<file path="config.mk">
export PLATFORM = sky130hd
export DESIGN_NAME = ssot_mul
export DESIGN_NICKNAME = d
export VERILOG_FILES = /design/src/rtl/ssot_mul.sv
export SDC_FILE = /design/constraint.sdc
export NUM_CORES = 2
export LEC_CHECK = 0
export BUFFER_PORTS_ARGS = -buffer_cell sky130_fd_sc_hd__buf_2
export CAP_MARGIN = 10
export CORE_ASPECT_RATIO = 1.5
export CORE_MARGIN = 2
export CORE_UTILIZATION = 65
export DETAILED_ROUTE_END_ITERATION = 12
export GPL_TIMING_DRIVEN = 1
export PLACE_DENSITY = 0.83
export SLEW_MARGIN = 25
export SYNTH_ARGS = -nofsm -noshare
export SYNTH_HDL_FRONTEND = slang
export SYNTH_SLANG_ARGS = --single-unit
</file>
<file path="constraint.sdc">
create_clock -name clk -period 16.79 [get_ports clk]
set_input_delay 1.679 -clock clk [delete_from_list [all_inputs] [get_ports clk]]
set_output_delay 1.679 -clock clk [all_outputs]
set_load 0.005 [all_outputs]
</file>
<file path="src/rtl/ssot_mul.sv">
// Two-stage unsigned multiplier built from 32x32 partial products.
`default_nettype none
module ssot_mul
    #(
    parameter int AW = 32,
    parameter int BW = 32
    )
    (
    input  wire logic               clk,
    input  wire logic               en,
    input  wire logic [AW-1:0]      a,
    input  wire logic [BW-1:0]      b,
    output logic      [AW+BW-1:0]   p
    );

    localparam int NA = (AW + 31) / 32;
    localparam int NB = (BW + 31) / 32;
    localparam int PW = 32 * (NA + NB);

    logic [32*NA-1:0] ax;
    logic [32*NB-1:0] bx;
    logic [63:0]      pp_reg [NA*NB];
    logic [PW-1:0]    acc;
    logic [AW+BW-1:0] p_reg;

    assign ax = (32*NA)'(a);
    assign bx = (32*NB)'(b);

    always_ff @(posedge clk)
    begin
        if (en)
        begin
            for (int i = 0; i < NA; i++)
            begin
                for (int j = 0; j < NB; j++)
                begin
                    pp_reg[i*NB+j] <= 64'(ax[32*i +: 32]) * 64'(bx[32*j +: 32]);
                end
            end
        end
    end

    always_comb
    begin
        acc = '0;
        for (int i = 0; i < NA; i++)
        begin
            for (int j = 0; j < NB; j++)
            begin
                acc = acc + (PW'(pp_reg[i*NB+j]) << (32 * (i + j)));
            end
        end
    end

    always_ff @(posedge clk)
    begin
        if (en)
        begin
            p_reg <= acc[AW+BW-1:0];
        end
    end

    assign p = p_reg;

endmodule
`default_nettype wire

</file>
-- After elaboration in Yosys (flattened, before gate mapping)
Memories as Yosys holds them, arrays and structs flattened. A register that Yosys moved wholly into a read port is not among the register bits.
Index checks and enable logic that the tools add are counted.
- output and inout bits: 64
- memories: 1
- RAM bits: 64
- bits in registers: 0
- multipliers: 1
- mux-type cells: 2
- memories (memory ; depth ; bits a word ; rd ports ; clocked after memory_dff ; wr ports ; line ; source):
    pp_reg ; 1 ; 64 ; 1 ; 1 ; 1 ; 22 ; logic [63:0] pp_reg [NA*NB];
- operator list (cell ; count):
    multiplier 32 x 32 -> 64 bit ; 1
    2-to-1 mux 1 bit ; 2

-- Longest topological paths before layout
- depth after elaboration: 2
- depth in mapped cells: 29
- gate-level depth less buffers: 28

-- Worst setup path before layout
OpenSTA, ideal clock, no wires.
- path type: in2reg
- from: in b[9]
- to: mem pp_reg[0][60], data pin
- path slack: 7790 ps
- arrival time: 8738 ps
- buffers on the path: 1
- cell stages on the path: 26
- library setup time: 262 ps
- cells stage by stage: clkbuf_1 > nand2_1 > fa_1 > inv_1 > fa_1 > inv_1 > fa_1 > inv_1 > fa_1 > fa_1 > fa_1 > fa_1 > inv_1 > fa_1 > inv_1 > ha_1 > and3_1 > and3_2 > and2_4 > a2111o_1 > a32oi_1 > a31oi_1 > a221o_1 > a221oi_1 > o21ai_1 > xor2_1
- longest elaborated chain between the ends: 1
- ends and longest elaborated chain (element ; line ; source):
    from (decl) ; 12 ; input wire logic [BW-1:0] b,
    multiplier 32 x 32 -> 64 bit ; 37 ; pp_reg[i*NB+j] <= 64'(ax[32*i +: 32]) * 64'(bx[32*j +: 32]);
    to (decl) ; 22 ;
No other way between the ends.

-- Worst setup path after layout
- from: in b[2]
- to: mem pp_reg[0][63], data pin
The elaborated chain is that of the path after synthesis.

==> qor.yml <==
drt_iter0_markers: 2178
fillers: 4242
critPathArrivalTime_ps: 10160
crit_type: "input port to flip-flop"
crit_path_end_kind: "flip-flop"
cts_inserted_buffers: 17
setup_viol: 0
relSlewSlack_pct: 34.85
antenna_left: 0
grt_pass1_wl_um: 163600
hold_violations: 0
outcome: "finished, final reports clean"
wl_per_cell_um: 22.86
cts_buffer_depth: 2
final_util_pct: 68.01
grt_usage_pct: 38.14
routabilityCongestion: 1.073
tightest_slew_ps: 970.2
synth-seq-area-share_pct: 10.36
postCtsSetupRepairBufs: 0
synth-main-ff-cell: "edfxtp_1"
hold_path.class: "flip-flop to flip-flop"
cap_violations: 0
syn-cell-area_um2: 37100
synthMuxAreaShare_pct: 0.02698
fmax_mhz: 100.5
antenna_found_initial: 11
netlist_instances: 3791
cts_tree: "done"
start_kind: "input port"
async_reset_ff_share_pct: 0
die-width_um: 199.1
overflow: 0
yosysWarnings: 0
grt_setup_unrepaired: "false"
synth_fa_ha_area_share_pct: 57.22
die_h_um: 296.6
holdBufCountCts: 0
nets: 4958
initial_core_util_pct: 65.51
fin_skew_ps: 22.54
clk-insertion-delay-late_ps: 490
h-tree-depth: 4
rows: 107
dpl.hpwl_um: 79680
synth-compound-area-share_pct: 3.582
grt_max_degree: 68
drive_gt1_share_pct: 5.045
ys_types: 71
synth_nets: 5016
clkSinkCount: 128
wl_um: 103200
finalCritPeriodShare_pct: 59.24
avgSynthCellArea_um2: 9.786
tns_ps: 0
synth_edf_count: 128
grt_pass1_vias: 30010
die_area_um2: 59040
root_buffer: "clkbuf_16"
synth_top_family_by_area: "adder cells"
ys_ff_latch: 128
drc: 0
drv_slew: 0
pin_count: 130
synth-simple-area-share_pct: 16.24
core_um2: 56630
drt_pass1_iterations: 6
clk_transition_reported_paths_ps: 80
post-route-min-period_ps: 9946
via_count: 26910
synthXorXnorAreaFrac_pct: 1.464
post_cts_resized: 0
area_growth_pct: 3.818
required_ps: 17000
port_buffers: 129
routed_via_density: 5.956
path_max_fanout: 32
synthesized netlist by cell type, drive strengths merged, types with 2 or more instances:
master  count  area share [%]
fa        896              48
inv       861             8.7
and2      601              10
nand2     473             4.8
ha        263             8.9
clkbuf    207             2.2
edfxtp    128              10
a21oi      66            0.90
o21ai      40            0.54
xnor2      35            0.83
a21o       34            0.69
nor2       31            0.31
xor2       27            0.64
nand4      18            0.30
a31oi      16            0.31
nand3      11            0.16
and3        9            0.16
o21bai      9            0.18
nor3        7           0.094
a211oi      5            0.11
buf         5            0.11
o21a        5            0.12
a211o       3           0.074
nand2b      3           0.051
nor2b       3           0.051
o31ai       3           0.098
a221oi      2           0.047
a41oi       2           0.067
o41ai       2           0.067
cells in the final DEF, fill, tap and decap left out, types with 3 or more instances in the layout:
master | Yosys | final
a21oi_1 | 65 | 65
clkinv_8 | 0 | 3
a31oi_1 | 15 | 15
nand2_1 | 473 | 473
nand3_1 | 10 | 10
and2_1 | 599 | 599
clkbuf_16 | 0 | 17
nor2b_1 | 3 | 3
xor2_1 | 27 | 27
xnor2_1 | 35 | 35
o21bai_1 | 9 | 9
nand4_1 | 18 | 18
a21o_1 | 32 | 32
inv_8 | 0 | 6
o21ai_1 | 4 | 5
and3_1 | 8 | 8
inv_1 | 861 | 861
o21ai_0 | 36 | 35
fa_1 | 896 | 896
nor3_1 | 7 | 7
nor2_1 | 31 | 31
diode_2 | 0 | 8
buf_2 | 0 | 128
nand2b_1 | 3 | 3
a211oi_1 | 4 | 4
buf_4 | 4 | 8
edfxtp_1 | 128 | 128
ha_1 | 263 | 263
o21a_1 | 4 | 4
final timing paths:
| path | cells past startpoint | start | endpoint | slack [ps] |
|---|---|---|---|---|
| max reg2reg | 0 | pp_reg[0][63] | p[63] | 16040 |
| max | 25 | b[2] | pp_reg[0][63] | 6840 |
| min | 0 | pp_reg[0][9] | p[9] | 420 |
| min reg2reg | 0 | pp_reg[0][9] | p[9] | 420 |
kinds of logic (layout without fill, tap and decap cells):
kind of cell | count (synthesis) | after routing
simple gates | 1164 | 1164
other cells | 0 | 8
flops | 128 | 128
compound gates | 202 | 202
buf+inv | 1075 | 1030
mux | 1 | 1
xor+xnor | 62 | 62
fa+ha+maj | 1159 | 1159
routing by layer:
metal	vias to the layer above	wire length [um]	GRT usage, %	part of all wire, %
li1	10980	-	-	-
met1	13650	29430	37.71	29
met2	1647	51400	62.80	50
met3	629	9525	11.46	9.2
met4	4	12860	37.40	12
met5	-	32	0	0.031
per-stage QoR:
stage	hold WS (ps)	cell area (um^2)	worst slack (ps)	std cells
global placement	400.4	37870	6604	4476
global route	422.2	38500	6591	4510
finish	418.6	38520	6844	4517
detailed placement	404.5	37870	6606	4476
floorplan	400.3	37100	7790	3791
CTS	420.0	38480	7100	4508
layout make-up:
| type | instances | area (um^2) | share of cell area [%] |
|---|---|---|---|
| antenna | 8 | 20.02 | 0.05198 |
| clock buffer | 17 | 425.4 | 1.105 |
| clock inverter | 15 | 187.7 | 0.4873 |
| inverter | 861 | 3232 | 8.391 |
| multi-input combinational | 2588 | 29140 | 75.66 |
| sequential | 128 | 3844 | 9.980 |
| tap | 763 | 954.7 | 2.479 |
| timing repair buffer | 137 | 711.9 | 1.848 |
critical path, stage by stage:
cell	delay (ps)
buf_2	670
and2_1	260
fa_1	390
inv_1	80
fa_1	420
fa_1	490
inv_1	60
fa_1	540
ha_1	220
ha_1	280
inv_1	50
fa_1	470
inv_1	50
fa_1	460
ha_1	390
o21ai_0	110
a21oi_1	340
a41oi_2	450
o31a_1	460
o21ba_2	240
o21ai_1	450
a21oi_1	200
or2_1	370
o41ai_1	880
xnor2_1	130
Power is not shown: default switching activity piles up to over one toggle a cycle in this logic, so the estimate is an artifact.
